**config.mk**
```make
export PLATFORM = sky130hd
export DESIGN_NAME = srecord_line_parser
export DESIGN_NICKNAME = d
export VERILOG_FILES = /design/src/sv/srlp_pkg.sv /design/src/sv/srecord_line_parser.sv
export SDC_FILE = /design/constraint.sdc
export NUM_CORES = 1
export LEC_CHECK = 0
export ABC_CLOCK_PERIOD_IN_PS = 13100
export BUFFER_PORTS_ARGS = -buffer_cell sky130_fd_sc_hd__buf_2
export CAP_MARGIN = 20
export CORE_MARGIN = 3
export CORE_UTILIZATION = 55
export CTS_CLUSTER_SIZE = 20
export DETAILED_ROUTE_END_ITERATION = 10
export GPL_ROUTABILITY_DRIVEN = 0
export PLACE_DENSITY = 0.83
export SYNTH_ARGS = -nofsm -noshare
export SYNTH_HDL_FRONTEND = slang
export SYNTH_SLANG_ARGS = --single-unit
```
**constraint.sdc**
```tcl
create_clock -name clk -period 13.1 [get_ports clk]
set_clock_uncertainty 0.1 [all_clocks]
set_input_delay 1.965 -clock clk [delete_from_list [all_inputs] [get_ports clk]]
set_output_delay 1.965 -clock clk [all_outputs]
set_load 0.05 [all_outputs]
```
**src/sv/srlp_pkg.sv**
```systemverilog
`default_nettype none
package srlp_pkg;

	localparam logic [2:0] PH_START = 3'd0;
	localparam logic [2:0] PH_TYPE  = 3'd1;
	localparam logic [2:0] PH_COUNT = 3'd2;
	localparam logic [2:0] PH_ADDR  = 3'd3;
	localparam logic [2:0] PH_DATA  = 3'd4;
	localparam logic [2:0] PH_CSUM  = 3'd5;
	localparam logic [2:0] PH_TRAIL = 3'd6;

	localparam logic [2:0] EV_TYPE_ERR  = 3'd0;
	localparam logic [2:0] EV_COUNT_ERR = 3'd1;
	localparam logic [2:0] EV_HEADER    = 3'd2;
	localparam logic [2:0] EV_DATA      = 3'd3;
	localparam logic [2:0] EV_CSUM      = 3'd4;

	localparam logic [0:0] REG_MAX_COUNT     = 1'd0;
	localparam logic [0:0] REG_TRAILER_CHARS = 1'd1;

	localparam logic [7:0] CH_S     = 8'h53;
	localparam logic [7:0] CH_0     = 8'h30;
	localparam logic [7:0] CH_4     = 8'h34;
	localparam logic [7:0] CH_9     = 8'h39;
	localparam logic [7:0] CH_UP_A  = 8'h41;
	localparam logic [7:0] CH_UP_F  = 8'h46;
	localparam logic [7:0] CH_LO_A  = 8'h61;
	localparam logic [7:0] CH_LO_F  = 8'h66;

	localparam logic [7:0] MAX_COUNT_RESET = 8'd255;
	localparam logic [1:0] TRAILER_RESET   = 2'd2;

	// address bytes carried by each record type
	function automatic logic [2:0] addr_bytes(input logic [3:0] rtype);
		logic [2:0] r;
		case (rtype)
			4'd2, 4'd6, 4'd8: r = 3'd3;
			4'd3, 4'd7:       r = 3'd4;
			4'd4:             r = 3'd0;
			default:          r = 3'd2;
		endcase
		return r;
	endfunction

	// bit 4 flags a character that is not a hex digit
	function automatic logic [4:0] hex_nibble(input logic [7:0] c);
		logic [7:0] t;
		logic [4:0] r;
		t = 8'd0;
		if (c >= CH_0 && c <= CH_9) begin
			t = c - CH_0;
			r = {1'b0, t[3:0]};
		end else if (c >= CH_UP_A && c <= CH_UP_F) begin
			t = c - CH_UP_A + 8'd10;
			r = {1'b0, t[3:0]};
		end else if (c >= CH_LO_A && c <= CH_LO_F) begin
			t = c - CH_LO_A + 8'd10;
			r = {1'b0, t[3:0]};
		end else begin
			r = 5'b10000;
		end
		return r;
	endfunction

endpackage
`default_nettype wire

```
**src/sv/srecord_line_parser.sv**
```systemverilog
`default_nettype none
// S-record parser, one ASCII character per transfer. Each character goes into an input
// register and is decoded by one short pass of logic into the parser state and an output
// register, so one character is taken every clock while results keep flowing; the output
// register decouples the two channels. A character produces at most one event: type
// error, count error, header (with the address), data byte, or checksum (not verified).
// After a bad type or count the parser restarts at the next character. Users must write
// max_count, trailer_chars (plain write port) only while the parser is idle, not enforced.
module srecord_line_parser
	import srlp_pkg::*;
(
	input  wire logic        clk,
	input  wire logic        arst_n,
	input  wire logic        cfg_wr_en,
	input  wire logic [0:0]  cfg_index,
	input  wire logic [7:0]  cfg_data,
	input  wire logic        in_valid,
	output logic             in_ready,
	input  wire logic [7:0]  ascii_char,
	output logic             out_valid,
	input  wire logic        out_ready,
	output logic [2:0]       event_kind,
	output logic [3:0]       record_type,
	output logic [7:0]       byte_count,
	output logic [31:0]      load_address,
	output logic [3:0]       address_chars,
	output logic [7:0]       data_value,
	output logic             bad_hex
);

	logic [7:0]  max_count_q;
	logic [1:0]  trailer_q;

	logic        valid_s1;
	logic [7:0]  char_s1;

	logic [2:0]  phase_q;
	logic [7:0]  first_q;
	logic [3:0]  idx_q;
	logic [3:0]  type_q;
	logic [7:0]  count_q;
	logic [31:0] acc_q;
	logic [7:0]  pairs_q;
	logic        hexerr_q;

	logic [2:0]  phase_d;
	logic [7:0]  first_d;
	logic [3:0]  idx_d;
	logic [3:0]  type_d;
	logic [7:0]  count_d;
	logic [31:0] acc_d;
	logic [7:0]  pairs_d;
	logic        hexerr_d;

	logic        emit;
	logic        zero_all;
	logic        do_restart;
	logic        new_record;
	logic [2:0]  kind;
	logic [31:0] addr_v;
	logic [7:0]  data_v;
	logic [4:0]  nib_r;
	logic        hexerr_n;
	logic [7:0]  acc8;
	logic [2:0]  ab_cur;
	logic [2:0]  ab_new;
	logic [3:0]  idx_inc;

	logic        advance;
	logic        process;

	logic        out_valid_q;
	logic [2:0]  kind_q;
	logic [3:0]  type_out_q;
	logic [7:0]  count_out_q;
	logic [31:0] addr_out_q;
	logic [3:0]  achars_q;
	logic [7:0]  data_out_q;
	logic        bad_q;

	assign advance  = !out_valid_q || out_ready;
	assign process  = valid_s1 && advance;
	assign in_ready = !valid_s1 || advance;

	always_ff @(posedge clk or negedge arst_n) begin
		if (!arst_n) begin
			max_count_q <= MAX_COUNT_RESET;
			trailer_q   <= TRAILER_RESET;
		end else if (cfg_wr_en) begin
			case (cfg_index)
				REG_MAX_COUNT:     max_count_q <= cfg_data;
				REG_TRAILER_CHARS: trailer_q   <= cfg_data[1:0];
				default: ;
			endcase
		end
	end

	always_ff @(posedge clk or negedge arst_n) begin
		if (!arst_n) begin
			valid_s1 <= 1'b0;
		end else if (in_valid && in_ready) begin
			valid_s1 <= 1'b1;
		end else if (process) begin
			valid_s1 <= 1'b0;
		end
	end

	always_ff @(posedge clk) begin
		if (in_valid && in_ready) begin
			char_s1 <= ascii_char;
		end
	end

	assign nib_r    = hex_nibble(char_s1);
	assign hexerr_n = hexerr_q | nib_r[4];
	assign acc8     = {acc_q[3:0], nib_r[3:0]};
	assign ab_cur   = addr_bytes(type_q);
	assign idx_inc  = idx_q + 4'd1;

	always_comb begin
		phase_d    = phase_q;
		first_d    = first_q;
		idx_d      = idx_q;
		type_d     = type_q;
		count_d    = count_q;
		acc_d      = acc_q;
		pairs_d    = pairs_q;
		hexerr_d   = hexerr_q;
		emit       = 1'b0;
		zero_all   = 1'b0;
		do_restart = 1'b0;
		new_record = 1'b0;
		kind       = EV_TYPE_ERR;
		addr_v     = 32'd0;
		data_v     = 8'd0;
		case (phase_q)
			PH_TYPE: begin
				if (first_q != CH_S || char_s1 < CH_0 || char_s1 > CH_9 ||
						char_s1 == CH_4) begin
					emit       = 1'b1;
					zero_all   = 1'b1;
					kind       = EV_TYPE_ERR;
					do_restart = 1'b1;
				end else begin
					type_d   = char_s1[3:0];
					hexerr_d = 1'b0;
					acc_d    = 32'd0;
					idx_d    = 4'd0;
					phase_d  = PH_COUNT;
				end
			end
			PH_COUNT: begin
				hexerr_d = hexerr_n;
				acc_d    = {24'd0, acc8};
				idx_d    = idx_inc;
				if (idx_inc >= 4'd2) begin
					count_d = acc8;
					if (acc8 == 8'd0 || acc8 > max_count_q ||
							acc8 < ({5'd0, ab_cur} + 8'd1)) begin
						emit       = 1'b1;
						kind       = EV_COUNT_ERR;
						do_restart = 1'b1;
					end else begin
						acc_d   = 32'd0;
						idx_d   = 4'd0;
						phase_d = PH_ADDR;
					end
				end
			end
			PH_ADDR: begin
				hexerr_d = hexerr_n;
				acc_d    = {acc_q[27:0], nib_r[3:0]};
				idx_d    = idx_inc;
				if (idx_inc >= {ab_cur, 1'b0}) begin
					emit    = 1'b1;
					kind    = EV_HEADER;
					addr_v  = {acc_q[27:0], nib_r[3:0]};
					pairs_d = count_q - {5'd0, ab_cur} - 8'd1;
					acc_d   = 32'd0;
					idx_d   = 4'd0;
					phase_d = (pairs_d == 8'd0) ? PH_CSUM : PH_DATA;
				end
			end
			PH_DATA: begin
				hexerr_d = hexerr_n;
				acc_d    = {24'd0, acc8};
				idx_d    = idx_inc;
				if (idx_inc >= 4'd2) begin
					emit    = 1'b1;
					kind    = EV_DATA;
					data_v  = acc8;
					pairs_d = pairs_q - 8'd1;
					acc_d   = 32'd0;
					idx_d   = 4'd0;
					if (pairs_d == 8'd0) begin
						phase_d = PH_CSUM;
					end
				end
			end
			PH_CSUM: begin
				hexerr_d = hexerr_n;
				acc_d    = {24'd0, acc8};
				idx_d    = idx_inc;
				if (idx_inc >= 4'd2) begin
					emit   = 1'b1;
					kind   = EV_CSUM;
					data_v = acc8;
					acc_d  = 32'd0;
					idx_d  = 4'd0;
					if (trailer_q == 2'd0) begin
						do_restart = 1'b1;
					end else begin
						phase_d = PH_TRAIL;
					end
				end
			end
			PH_TRAIL: begin
				idx_d = idx_inc;
				// trailer length is read live, a lowered value ends the skip at once
				if (idx_inc >= {2'd0, trailer_q}) begin
					do_restart = 1'b1;
				end
			end
			default: begin
				do_restart = 1'b1;
				new_record = 1'b1;
			end
		endcase
	end

	assign ab_new = addr_bytes(type_d);

	always_ff @(posedge clk or negedge arst_n) begin
		if (!arst_n) begin
			phase_q  <= PH_START;
			first_q  <= 8'd0;
			idx_q    <= 4'd0;
			type_q   <= 4'd0;
			count_q  <= 8'd0;
			acc_q    <= 32'd0;
			pairs_q  <= 8'd0;
			hexerr_q <= 1'b0;
		end else if (process) begin
			if (do_restart) begin
				phase_q  <= new_record ? PH_TYPE : PH_START;
				first_q  <= new_record ? char_s1 : 8'd0;
				idx_q    <= 4'd0;
				type_q   <= 4'd0;
				count_q  <= 8'd0;
				acc_q    <= 32'd0;
				pairs_q  <= 8'd0;
				hexerr_q <= 1'b0;
			end else begin
				phase_q  <= phase_d;
				first_q  <= first_d;
				idx_q    <= idx_d;
				type_q   <= type_d;
				count_q  <= count_d;
				acc_q    <= acc_d;
				pairs_q  <= pairs_d;
				hexerr_q <= hexerr_d;
			end
		end
	end

	always_ff @(posedge clk or negedge arst_n) begin
		if (!arst_n) begin
			out_valid_q <= 1'b0;
		end else if (advance) begin
			out_valid_q <= valid_s1 && emit;
		end
	end

	// event fields reflect the record before any restart
	always_ff @(posedge clk) begin
		if (process && emit) begin
			kind_q      <= kind;
			type_out_q  <= zero_all ? 4'd0 : type_d;
			count_out_q <= zero_all ? 8'd0 : count_d;
			addr_out_q  <= addr_v;
			achars_q    <= zero_all ? 4'd0 : {ab_new, 1'b0};
			data_out_q  <= data_v;
			bad_q       <= zero_all ? 1'b0 : hexerr_d;
		end
	end

	assign out_valid     = out_valid_q;
	assign event_kind    = kind_q;
	assign record_type   = type_out_q;
	assign byte_count    = count_out_q;
	assign load_address  = addr_out_q;
	assign address_chars = achars_q;
	assign data_value    = data_out_q;
	assign bad_hex       = bad_q;

`ifndef SYNTHESIS
	a_ready_only_on_stall: assert property (@(posedge clk) disable iff (!arst_n)
		!in_ready |-> (valid_s1 && out_valid_q && !out_ready))
		else $error("input stalled without a blocked result");

	a_kind_range: assert property (@(posedge clk) disable iff (!arst_n)
		out_valid |-> (event_kind <= EV_CSUM))
		else $error("event kind out of range");

	a_type_err_clean: assert property (@(posedge clk) disable iff (!arst_n)
		(out_valid && event_kind == EV_TYPE_ERR) |->
		(record_type == 4'd0 && byte_count == 8'd0 && address_chars == 4'd0 &&
		 load_address == 32'd0 && data_value == 8'd0 && !bad_hex))
		else $error("type error event carries fields");

	a_addr_chars: assert property (@(posedge clk) disable iff (!arst_n)
		(out_valid && event_kind != EV_TYPE_ERR) |->
		(address_chars == 4'd4 || address_chars == 4'd6 || address_chars == 4'd8))
		else $error("bad address width");

	a_trail_bound: assert property (@(posedge clk) disable iff (!arst_n)
		(phase_q == PH_TRAIL) |-> (idx_q < 4'd3))
		else $error("trailer skip overran");
`endif

endmodule
`default_nettype wire

```
* Yosys cells after proc, flatten, opt, wreduce, memory -nomap -nowiden
Index checks and enable logic that the tools add are counted.
** Storage, ports and cells
- Register bits :: 144
- Input port bits :: 22
- Output and inout port bits :: 62
** Cells by class
- $add $sub $neg :: 10
- Magnitude comparators :: 13
- Equality and inequality tests :: 28
- Muxes and demuxes :: 64
- Bitwise logic cells :: 2
- Reductions and logical operators :: 42
** Operator list (number)
- case mux 28 bit (4 select lines) :: 1
- two-way mux 28 bit :: 3
- two-way mux 8 bit :: 10
- two-way mux 4 bit :: 9
- two-way mux 3 bit :: 10
- == test 4 x 3 -> 1 bit, second input constant :: 6
- zero test 8 bit :: 3
- != test 3 bit, second input constant :: 8
- case mux 4 bit (5 select lines) :: 1
- case mux 3 bit (3 select lines) :: 2
- two-way mux 1 bit :: 17
- == test 4 x 2 -> 1 bit, second input constant :: 4
- >= comparator 8 x 7 -> 1 bit, second input constant :: 2
- <= comparator 8 x 7 -> 1 bit, second input constant :: 2
- case mux 8 bit (2 select lines) :: 1
- subtractor 8 x 1 -> 8 bit, second input constant :: 2
- two-way mux 5 bit :: 3
- case mux 3 bit (5 select lines) :: 1
- case mux 3 bit (4 select lines) :: 1
- nonzero test 6 bit :: 2
- subtractor 4 x 1 -> 4 bit, second input constant :: 3
- AND reduction 10 bit :: 1
- AND reduction 2 bit :: 5
- == test 3 bit, second input constant :: 3
- 37 further kinds :: 59

* Depth between registers and ports, before layout
Gate-level depths: netlist of the first run.
- Word-level depth :: 13
- Mapped depth :: 21
- Gate-level depth less buffers :: 18

* Least setup slack after synthesis of the first run
Ideal clock, no wire load.
- Kind :: flip-flop to flip-flop
- From :: reg char_s1[0]
- To :: reg out_valid_q, in the netlist out_valid
- Arrival :: 8175 ps
- Slack :: 4730 ps
- Stages on the path, launching flop included :: 18
- Period minus slack after synthesis :: 8370 ps
- Path through :: edfxtp_1 inv_1 ha_1 nor3b_1 nor4_2 and2_2 nand2_1 o21a_1 inv_1 ha_1 nand3_1 nand2_1 o31a_1 nor3_1 a22o_2 nor2_1 a311oi_1 or2_2
** Between the ends
- Word-level cells in the longest chain between the ends :: 12
- Elaborated cells between the ends (all ways) :: 33
- Classes of those cells :: 5 x add/sub; 10 x order compare; 1 x eq/ne; 7 x mux; 10 x reduce/logical
** RTL lines
- start: declaration :: RTL line srecord_line_parser.sv:35 : logic [7:0] char_s1;
- start signal: assignment :: RTL line srecord_line_parser.sv:110 : char_s1 <= ascii_char;
- subtractor 4 x 1 -> 4 bit, or another cell as far along :: RTL line srlp_pkg.sv:54, srlp_pkg.sv:57
- adder 4 bit or logical AND 1 bit (tied branches) :: RTL line srlp_pkg.sv:54, srlp_pkg.sv:57, srlp_pkg.sv:56
- two-way mux 5 bit :: RTL line srlp_pkg.sv:56 : end else if (c >= CH_LO_A && c <= CH_LO_F) begin
- two-way mux 5 bit :: RTL line srlp_pkg.sv:53 : end else if (c >= CH_UP_A && c <= CH_UP_F) begin
- two-way mux 5 bit * :: RTL line srlp_pkg.sv:50 : if (c >= CH_0 && c <= CH_9) begin
- via nib_r[2] :: RTL line srecord_line_parser.sv:62 : logic [4:0] nib_r;
- > comparator 8 bit or zero test 8 bit (tied branches) :: RTL line srecord_line_parser.sv:158 : if (acc8 == 8'd0 || acc8 > max_count_q ||
- logical OR 1 bit :: RTL line srecord_line_parser.sv:158
- logical OR 1 bit * :: RTL line srecord_line_parser.sv:158
- two-way mux 1 bit * :: RTL line srecord_line_parser.sv:158
- two-way mux 1 bit * :: RTL line srecord_line_parser.sv:156 : if (idx_inc >= 4'd2) begin
- case mux 1 bit (4 select lines) * :: RTL line srecord_line_parser.sv:136 : case (phase_q)
- logical AND 1 bit * :: RTL line srecord_line_parser.sv:270 : out_valid_q <= valid_s1 && emit;
- end signal: assignment :: RTL line srecord_line_parser.sv:270
- end: declaration :: RTL line srecord_line_parser.sv:72 : logic out_valid_q;
Mark *: on every way through the listed nets, which the timed path passes. The rest lies on a longest branch.
A chain may end at the register's enable or synchronous reset.

* Worst setup path after layout of the first run
Ends and elaborated chain as after synthesis.

==> impl_metrics.tcl, run 1 <==
set metrics [dict create \
    status "finished clean" \
    grt_usage 0.243 \
    synth_top_area_frac 0.277 \
    path_clk_slew_ns 0.06 \
    cts_root_buf "clkbuf_16" \
    cts_tree "yes" \
    cts_inserted_buffers 17 \
    synth_edf_count 67 \
    finalCritPeriodShare 0.388 \
    seqCellArea_um2 3930 \
    place_area_um2 7780 \
    synth_fa_ha_area_frac 0.0524 \
    startpoint_type "flop" \
    r2r_cells 18 \
    netlist_area_um2 7260 \
    grt_pass1_vias 5595 \
    maxSlewViolCount 0 \
    numPortBuffers 82 \
    muxShareOfSynthArea 0.0117 \
    period_needed_ns 5.09 \
    drtIter0Drc 726 \
    clock.fmax_mhz 197 \
    max_cap_viol_count 0 \
    core_region_area_um2 12800 \
    synth.area.top_cells "edfxtp_1 (28%), dfrtp_1 (23%), ha_1 (4.8%)" \
    syn-num-nets 742 \
    fp-row-count 41 \
    ant_nets 0 \
    yosysUniqueCellTypes 78 \
    crit_path_cell_trace "inv_1, ha_1, nor3b_1, nor4_2, and2_2, o22ai_1, inv_1, ha_1, a21o_1, a22oi_1, nand3_1, a32o_1, a22o_2, nor2_1, a311oi_4, buf_8, buf_4, or2_2" \
    ctsHtreeMaxLevel 4 \
    slowest_stage "edfxtp_1" \
    critPathMaxFanout 41 \
    crit_family "compound AO/OA/AOI/OAI gates" \
    grt_pass1_wl_um 27800 \
    hold_path.class "flop to flop" \
    start_util 0.568 \
    synth-async-reset-ratio 0.531 \
    yosys.area_share.simple 0.194 \
    drive_gt1_frac 0.202 \
    syn-mean-instance-area_um2 10.5 \
    rrSetupSlack_ns 8.01 \
    vias 5708 \
    pwr_density_cell_nw_per_um2 194 \
    holdPathEnd "acc_q[24]" \
    cts.repair.resized 0 \
    crit_required_ns 13.30 \
    final_cell_area_um2 8410 \
    cts_sinks 143 \
    overflow 0 \
    synth_compound_area_frac 0.148 \
    timing.setup.critical_path_class "flop to flop" \
    dominantRegCellSynth "edfxtp_1" \
    io_pins 84 \
    grt_setup_unrepaired "false" \
    slowest_delay_ns 0.53 \
    clock_path_buffers 2 \
    r2r-end "out_valid" \
    holdPathStages 2 \
    synthXorXnorAreaFrac 0.0133 \
    r2r_start "char_s1[0]" \
    postCtsHoldBufs 0 \
    drtPass1Iterations 6 \
    wl_um 17100 \
    setup_viol 0 \
    whs_ns 0.386 \
    peakVddDrop_uv 173 \
    ys_warn_count 0 \
    crit_buf_inv 4 \
    cts_setup_buffers 0 \
    pre_cts_ws_ns 7.69 \
    end_kind "flop" \
    netlist_instances 691 \
    synthTopCellsByCount "nand2_1 (91), dfrtp_1 (67), edfxtp_1 (67)" \
    worst_pin_slew_ns 0.986 \
    synth_area_leader_cell "edfxtp_1" \
    via_per_inst 5.97 \
    fin_nets 822 \
    syn_to_final_growth_pct 15.8 \
    diodes 0 \
    yosysMostFrequentCell "nand2_1" \
    hp-start "acc_q[24]" \
    drc 0 \
    fill_cells 974 \
    wl_per_cell_um 17.9 \
    slew-limit-headroom 0.342 \
    synth-seq-cells 143 \
    finalPower_w 0.00163 \
    synth_top_family_by_area "simple AND/OR/NAND/NOR gates" \
    grt_start_max_net_pins 77 \
    die_y_um 121 \
    clkLatencyLatePin_ns 0.42 \
    antenna_found_initial 0 \
    arrival_ns 5.29 \
    hold_viol_final 0 \
    die_x_um 121 \
    finalWorstSetupSlack_ns 8.01 \
    multi_input_area_um2 3080 \
    dieArea_um2 14600 \
    leakage_nw 3.57 \
    hpwlAfterDp_um 12100 \
    tns_ns 0 \
    yosysSeqAreaShare 0.541 \
]
## metal layers
metal  share of wire  wire [um]  vias up  GRT usage
li1                -          -     2632          -
met1            0.41       7010     2705      0.318
met2            0.47       8060      309      0.396
met3           0.088       1510       62     0.0555
met4           0.031        537        0     0.0942
met5               0          0        -          0
## layout by cell type (no fill, tap or decap), types with 8 or more instances in the layout
master | Yosys | layout
dfstp_2 | 9 | 9
buf_2 | 3 | 83
nor3_1 | 13 | 13
clkbuf_16 | 0 | 17
nor2b_1 | 8 | 8
a21oi_1 | 22 | 22
nand3_1 | 22 | 22
ha_1 | 28 | 28
a21o_1 | 9 | 9
nor2_1 | 58 | 58
nand2_1 | 91 | 91
dfrtp_1 | 67 | 67
o21ai_0 | 51 | 51
inv_1 | 29 | 29
a22o_1 | 12 | 12
and2_1 | 35 | 35
edfxtp_1 | 67 | 67
## metrics by stage
stage / std cells / utilization
finish: 956 / 0.658
global route: 956 / 0.658
CTS: 955 / 0.657
detailed placement: 923 / 0.609
global placement: 922 / 0.609
floorplan: 691 / -
## worst max path at each step
stage / slack, ns / endpoint / depth (start not counted) / start
floorplan: 4.73 / out_valid / 17 / char_s1[0]
global placement: 8.05 / address_chars[2] / 16 / char_s1[0]
detailed placement: 7.69 / address_chars[2] / 16 / char_s1[0]
CTS: 7.70 / address_chars[3] / 16 / char_s1[0]
global route: 7.70 / acc_q[20] / 15 / char_s1[0]
finish: 8.01 / out_valid / 18 / char_s1[0]
## registers in the layout (all words and copies together) (netlist names), 8 cells and up
name / cells
pairs_q: 8
acc_q: 28
char_s1: 8
data_value: 8
max_count_q: 8
first_d: 8
load_address: 32
count_q: 8
byte_count: 8
## report_power, final
part / internal [W] / switching [W] / total (W)
clock network: 0.000310 / 0.000187 / 0.000497
logic: 0.000134 / 0.000387 / 0.000521
registers: 0.000565 / 0.0000519 / 0.000617
total: 0.00101 / 0.000625 / 0.00163
## worst reg2reg max path, stage by stage, from the launching register on
cell and delay [ns]:
edfxtp_1 0.53, inv_1 0.22, ha_1 0.22, nor3b_1 0.30
nor4_2 0.10, and2_2 0.22, o22ai_1 0.45, inv_1 0.19
ha_1 0.33, a21o_1 0.16, a22oi_1 0.14, nand3_1 0.14
a32o_1 0.32, a22o_2 0.30, nor2_1 0.23, a311oi_4 0.15
buf_8 0.23, buf_4 0.29, or2_2 0.34
## final cells by class
type / instances / area share
inverters: 29 / 0.0129
multi-input cells: 491 / 0.366
clock buffers: 20 / 0.0543
flip-flops and latches: 143 / 0.467
repair buffers: 89 / 0.0557
well taps: 172 / 0.0256
clock inverters: 12 / 0.0187
## logic make-up after synthesis
family / count (synthesis)
simple gates: 282
compound gates: 158
flops: 143
buf+inv: 57
fa+ha+maj: 30
xor+xnor: 11
mux: 8
other cells: 2
Power figures use the tool's default switching activity.
==> run 2: changes to the inputs <==
- ABC_AREA: not set -> 1
- ABC_CLOCK_PERIOD_IN_PS: 13100 -> 4300
- CORE_UTILIZATION: 55 -> 53
- clock period: 13.1 -> 4.3 ns (I/O delays scaled with it)
==> run 2 against run 1 <==
  * Combinational power increased to 4.0 times the previous value
  * Hold slack got worse by 0.37 ns
  * Highest routed layer unchanged
  * Largest cell class unchanged
  * Die area increased by 4.9%
==> impl_metrics.tcl, run 2 <==
set metrics [dict create \
    postCtsHoldBufs 0 \
    drive_gt1_frac 0.183 \
    slowest_stage "edfxtp_1" \
    synthTopCellsByCount "nand2_1 (201), nor2_1 (117), inv_1 (106)" \
    dieArea_um2 15300 \
    fp-row-count 42 \
    antenna_found_initial 0 \
    ctsHtreeMaxLevel 4 \
    drc 0 \
    netlist_area_um2 7360 \
    synth_top_area_frac 0.273 \
    cp_common_cell "nand2_1" \
    tns_ns 0 \
    wl_per_cell_um 15.8 \
    wl_um 17500 \
    period_needed_ns 3.82 \
    synth-seq-cells 143 \
    synth_edf_count 67 \
    finalCritPeriodShare 0.889 \
    clock_path_buffers 2 \
    yosysMostFrequentCell "nand2_1" \
    end_kind "flop" \
    grt_pass1_vias 5800 \
    grt_setup_unrepaired "false" \
    critPathMaxFanout 59 \
    fill_cells 1101 \
    slowest_delay_ns 0.46 \
    path_clk_slew_ns 0.06 \
    peakVddDrop_uv 352 \
    diodes 0 \
    drtPass1Iterations 5 \
    dp_cells 1076 \
    yosysSeqAreaShare 0.533 \
    crit_buf_inv 4 \
    grt_start_max_net_pins 60 \
    layout_commonest_cell "nand2_1" \
    cts_root_buf "clkbuf_16" \
    clock.fmax_mhz 261 \
    synth.area.top_cells "edfxtp_1 (27%), dfrtp_1 (23%), nand2_1 (10%)" \
    ant_nets 0 \
    place_area_um2 7960 \
    hold_viol_final 0 \
    start_util 0.549 \
    overflow 0 \
    via_per_inst 5.46 \
    fin_nets 971 \
    utilization 0.638 \
    synth_area_leader_cell "edfxtp_1" \
    syn_to_final_growth_pct 16.2 \
    cts_setup_buffers 0 \
    maxSlewViolCount 0 \
    cts_sinks 143 \
    instances_no_fill 1109 \
    status "finished clean" \
    synth-async-reset-ratio 0.531 \
    hold_path.class "input pin to asynchronous set/reset pin" \
    final_cell_area_um2 8550 \
    largest_reg_flops 32 \
    max_cap_viol_count 0 \
    cts_inserted_buffers 17 \
    dominantRegCellSynth "edfxtp_1" \
    seqCellArea_um2 3930 \
    most-common-layout-cells "nand2_1 (201), nor2_1 (117), inv_1 (105)" \
    multi_input_area_um2 2880 \
    ys_warn_count 0 \
    vias 6060 \
    crit_path_cell_trace "inv_1, ha_1, a21oi_1, nand2_1, nand2_4, nand2_1, nand3_2, inv_1, ha_1, nand2_1, o21ai_0, nand2_1, a21oi_1, nor2_4, nand2_2, a21oi_2, nand3_1, nand2_1, inv_2, buf_12" \
    syn-num-nets 881 \
    die_x_um 124 \
    crit_family "simple AND/OR/NAND/NOR gates" \
    clkLatencyLatePin_ns 0.42 \
    pwr_density_cell_nw_per_um2 630 \
    worst_pin_slew_ns 0.762 \
    numPortBuffers 82 \
    io_pins 84 \
    leakage_nw 3.97 \
    core_region_area_um2 13400 \
    yosysUniqueCellTypes 49 \
    arrival_ns 3.82 \
    drtIter0Drc 688 \
    grt_usage 0.241 \
    netlist_instances 830 \
    setup_viol 0 \
    crit_required_ns 4.29 \
    cts_tree "yes" \
    startpoint_type "flop" \
    die_y_um 124 \
    hpwlAfterDp_um 12200 \
    grt_pass1_wl_um 28500 \
    timing.setup.critical_path_class "flop to flop" \
    cts.repair.resized 0 \
    slew-limit-headroom 0.489 \
    syn-mean-instance-area_um2 8.87 \
]
[run 2: cell types whose count changed in the layout (fill, tap and decap cells not counted), sizes merged, moves of 16 or more]
cell and delta:
and2 -37, inv +86, nand2 +119, nand3 +33
nand4 +16, nor2 +63, o21ai -16
[run 2: worst paths after layout]
path / to / slack [ns] / cells past startpoint / from
setup / recovery: load_address[29] / 0.48 / 20 / char_s1[0]
setup reg to reg: load_address[29] / 0.48 / 20 / char_s1[0]
hold reg to reg: acc_q[8] / 0.37 / 2 / acc_q[8]
min in group clk: char_s1[0] / 0.29 / 1 / ascii_char[0]
max in group asynchronous: max_count_q[0] / 3.34 / 2 / arst_n
hold / removal: trailer_q[0] / 0.02 / 1 / arst_n
[run 2: worst reg2reg max path: stages (launching register included)]
cell	delay [ns]
edfxtp_1	0.46
inv_1	0.14
ha_1	0.26
a21oi_1	0.16
nand2_1	0.12
nand2_4	0.12
nand2_1	0.12
nand3_2	0.22
inv_1	0.14
ha_1	0.30
nand2_1	0.06
o21ai_0	0.16
nand2_1	0.06
a21oi_1	0.25
nor2_4	0.07
nand2_2	0.09
a21oi_2	0.08
nand3_1	0.11
nand2_1	0.09
inv_2	0.09
buf_12	0.30
[run 2: routing by layer]
metal / track usage / share of wire
met1: 0.331 / 0.42
met2: 0.371 / 0.46
met3: 0.0513 / 0.083
met4: 0.106 / 0.028
met5: 0 / 0
[run 2: cell families (layout without fill, tap and decap cells)]
group,Yosys count,in the layout,synth area share
other cells,2,2,0.00102
buf+inv,138,241,0.0752
flops,143,143,0.533
fa+ha+maj,29,29,0.0503
mux,1,1,0.00136
compound gates,85,85,0.0721
xor+xnor,11,11,0.0131
simple gates,421,421,0.254
[run 2: layout make-up]
type	instances	share of cell area
flip-flops and latches	143	0.459
multi-input cells	549	0.337
repair buffers	92	0.0597
inverters	117	0.0517
clock buffers	20	0.0511
well taps	176	0.0258
clock inverters	12	0.0159
[run 2: where the power goes]
group          internal, W  total, W  switching [W]
sequential         0.00172   0.00184       0.000122
combinational     0.000503   0.00211        0.00160
clock             0.000859   0.00143       0.000576
total              0.00308   0.00538        0.00230
[run 2: per-stage QoR]
stage / hold slack, ns / setup slack, ns / total power, W
finish: 0.0186 / 0.475 / 0.00538
global route: 0.0287 / 0.159 / 0.00565
CTS: 0.284 / 0.545 / 0.00538
detailed placement: 0.359 / 0.605 / 0.00394
global placement: 0.353 / 0.757 / 0.00391
floorplan: 0.249 / 0.153 / 0.00349
==> run 3: changes to the inputs <==
==> constraint.sdc (replaced) <==
create_clock -name clk -period 4.3 [get_ports clk]
set_clock_uncertainty 0.1 [all_clocks]
set_input_delay 0.86 -clock clk [delete_from_list [all_inputs] [get_ports clk]]
set_output_delay 0.86 -clock clk [all_outputs]
set_load 0.05 [all_outputs]
==> run 3 against run 2 <==
  * Register-to-register slack gained 0.04 ns
  * Non-clock buffer count shrank 2
  * Via count shrank 0.74%
  * First-iteration DRC count shrank 2.0%
  * Sequential power is essentially flat
  * Global-route usage shrank 0.28 points
  * Flip-flop and latch count is the same
  * Critical path type unchanged
  * Largest power group unchanged
==> impl_metrics.tcl, run 3 (same netlist as run 2, synthesis figures left out) <==
set metrics [dict create \
    fin_nets 969 \
    hpwlAfterDp_um 12200 \
    cts_root_buf "clkbuf_16" \
    wl_per_cell_um 15.6 \
    finalCritPeriodShare 0.880 \
    cts_setup_buffers 0 \
    grt_pass1_vias 5691 \
    most-common-layout-cells "nand2_1 (201), nor2_1 (117), inv_1 (105)" \
    numPortBuffers 82 \
    worst_pin_slew_ns 1.01 \
    fp-row-count 42 \
    leakage_nw 3.94 \
    startpoint_type "flop" \
    path_clk_slew_ns 0.06 \
    drc 0 \
    grt_setup_unrepaired "false" \
    pre_cts_ws_ns 0.620 \
    io_pins 84 \
    largest_reg_flops 32 \
    timing.setup.critical_path_class "flop to flop" \
    slew-limit-headroom 0.328 \
    ctsHtreeMaxLevel 4 \
    postCtsHoldBufs 0 \
    dieArea_um2 15300 \
    critPathMaxFanout 59 \
    arrival_ns 3.78 \
    hold_viol_final 0 \
    core_region_area_um2 13400 \
    clock_path_buffers 2 \
    wl_um 17300 \
    drtPass1Iterations 6 \
    instances_no_fill 1107 \
    crit_path_cell_trace "inv_1, ha_1, inv_1, nor2_1, nand2_1, nand2_1, nand2_4, nand2_1, nand2_1, nand2_1, inv_1, ha_1, nand2_1, o21ai_0, nand2_1, a21oi_1, nor2_4, nand2_2, a21oi_2, nand3_1, nand2_1, inv_2, buf_12" \
    peakVddDrop_uv 399 \
    whs_ns 0.369 \
    overflow 0 \
    setup_viol 0 \
    max_cap_viol_count 0 \
    die_y_um 124 \
    finalWorstSetupSlack_ns 0.516 \
    cp.depth 23 \
    drive_gt1_frac 0.182 \
    period_needed_ns 3.78 \
    fill_cells 1081 \
    crit_family "simple AND/OR/NAND/NOR gates" \
    cts.repair.resized 0 \
    pwr_density_cell_nw_per_um2 624 \
    seqCellArea_um2 3930 \
    cp_common_cell "nand2_1" \
    clock.fmax_mhz 264 \
    start_util 0.549 \
    slowest_stage "edfxtp_1" \
    status "finished clean" \
    vias 6015 \
    die_x_um 124 \
    r2r_cells 23 \
    slowest_delay_ns 0.44 \
    maxSlewViolCount 0 \
    cts_sinks 143 \
    tns_ns 0 \
    place_area_um2 7950 \
    grt_start_max_net_pins 77 \
    crit_required_ns 4.29 \
    antenna_found_initial 0 \
    crit_buf_inv 5 \
    diodes 0 \
    hold_path.class "flop to flop" \
    syn_to_final_growth_pct 15.5 \
    layout_commonest_cell "nand2_1" \
    cts_tree "yes" \
    holdPathStages 2 \
    end_kind "flop" \
    grt_pass1_wl_um 27800 \
    cts_inserted_buffers 17 \
    multi_input_area_um2 2880 \
    clkLatencyLatePin_ns 0.43 \
    final_cell_area_um2 8500 \
    dp_cells 1075 \
    via_per_inst 5.43 \
    drtIter0Drc 674 \
    grt_usage 0.238 \
    ant_nets 0 \
]
run 3: cell types whose count changed in the layout (fill, tap and decap cells not counted):
cell        change
inv_6           -1
clkbuf_1        -2
clkinv_1        +2
buf_4           -1
clkinvlp_4      +1
bufinv_16       -1
buf_12          -1
clkinv_2        +1
run 3: metal layers:
metal | global-route usage | up-vias | part of all wire
li1 | - | 2880 | -
met1 | 0.323 | 2814 | 0.42
met3 | 0.0581 | 41 | 0.088
met2 | 0.368 | 280 | 0.47
met4 | 0.101 | 0 | 0.025
met5 | 0 | - | 0
run 3: stage by stage:
step / utilization / total power, W
final: 0.634 / 0.00530
after global routing: 0.634 / 0.00559
after CTS: 0.634 / 0.00531
after detailed placement: 0.593 / 0.00394
after global placement: 0.593 / 0.00390
after floorplan: - / 0.00349
run 3: final timing paths:
check                           startpoint       endpoint  slack [ns]
worst max-delay path            char_s1[1]  event_kind[1]        0.52
worst min-delay path              acc_q[8]       acc_q[8]        0.37
worst max register to register  char_s1[1]  event_kind[1]        0.52
worst min register to register    acc_q[8]       acc_q[8]        0.37
max in group asynchronous           arst_n     first_d[6]        2.86
min in group asynchronous           arst_n   trailer_q[0]        0.54
run 3: cell type report:
type,instances,share of cell area
Timing Repair Buffer,90,0.0568
Clock buffer,18,0.0505
Sequential cell,143,0.462
Tap cell,176,0.0259
Clock inverter,14,0.0138
Inverter,117,0.0520
Multi-Input combinational cell,549,0.339
run 3: report_power, final:
group | total [W] | leakage [nW] | switching [W] | internal [W]
sequential | 0.00185 | 1.65 | 0.000123 | 0.00172
clock | 0.00136 | 0.269 | 0.000572 | 0.000792
combinational | 0.00209 | 2.02 | 0.00160 | 0.000499
run 3: worst register-to-register path, stage by stage (launching register included):
cell and delay (ns):
edfxtp_1 0.44, inv_1 0.19, ha_1 0.20, inv_1 0.07, nor2_1 0.10, nand2_1 0.06
nand2_1 0.14, nand2_4 0.10, nand2_1 0.08, nand2_1 0.05, nand2_1 0.14, inv_1 0.12
ha_1 0.30, nand2_1 0.06, o21ai_0 0.17, nand2_1 0.07, a21oi_1 0.23, nor2_4 0.06
nand2_2 0.09, a21oi_2 0.07, nand3_1 0.10, nand2_1 0.10, inv_2 0.09, buf_12 0.26
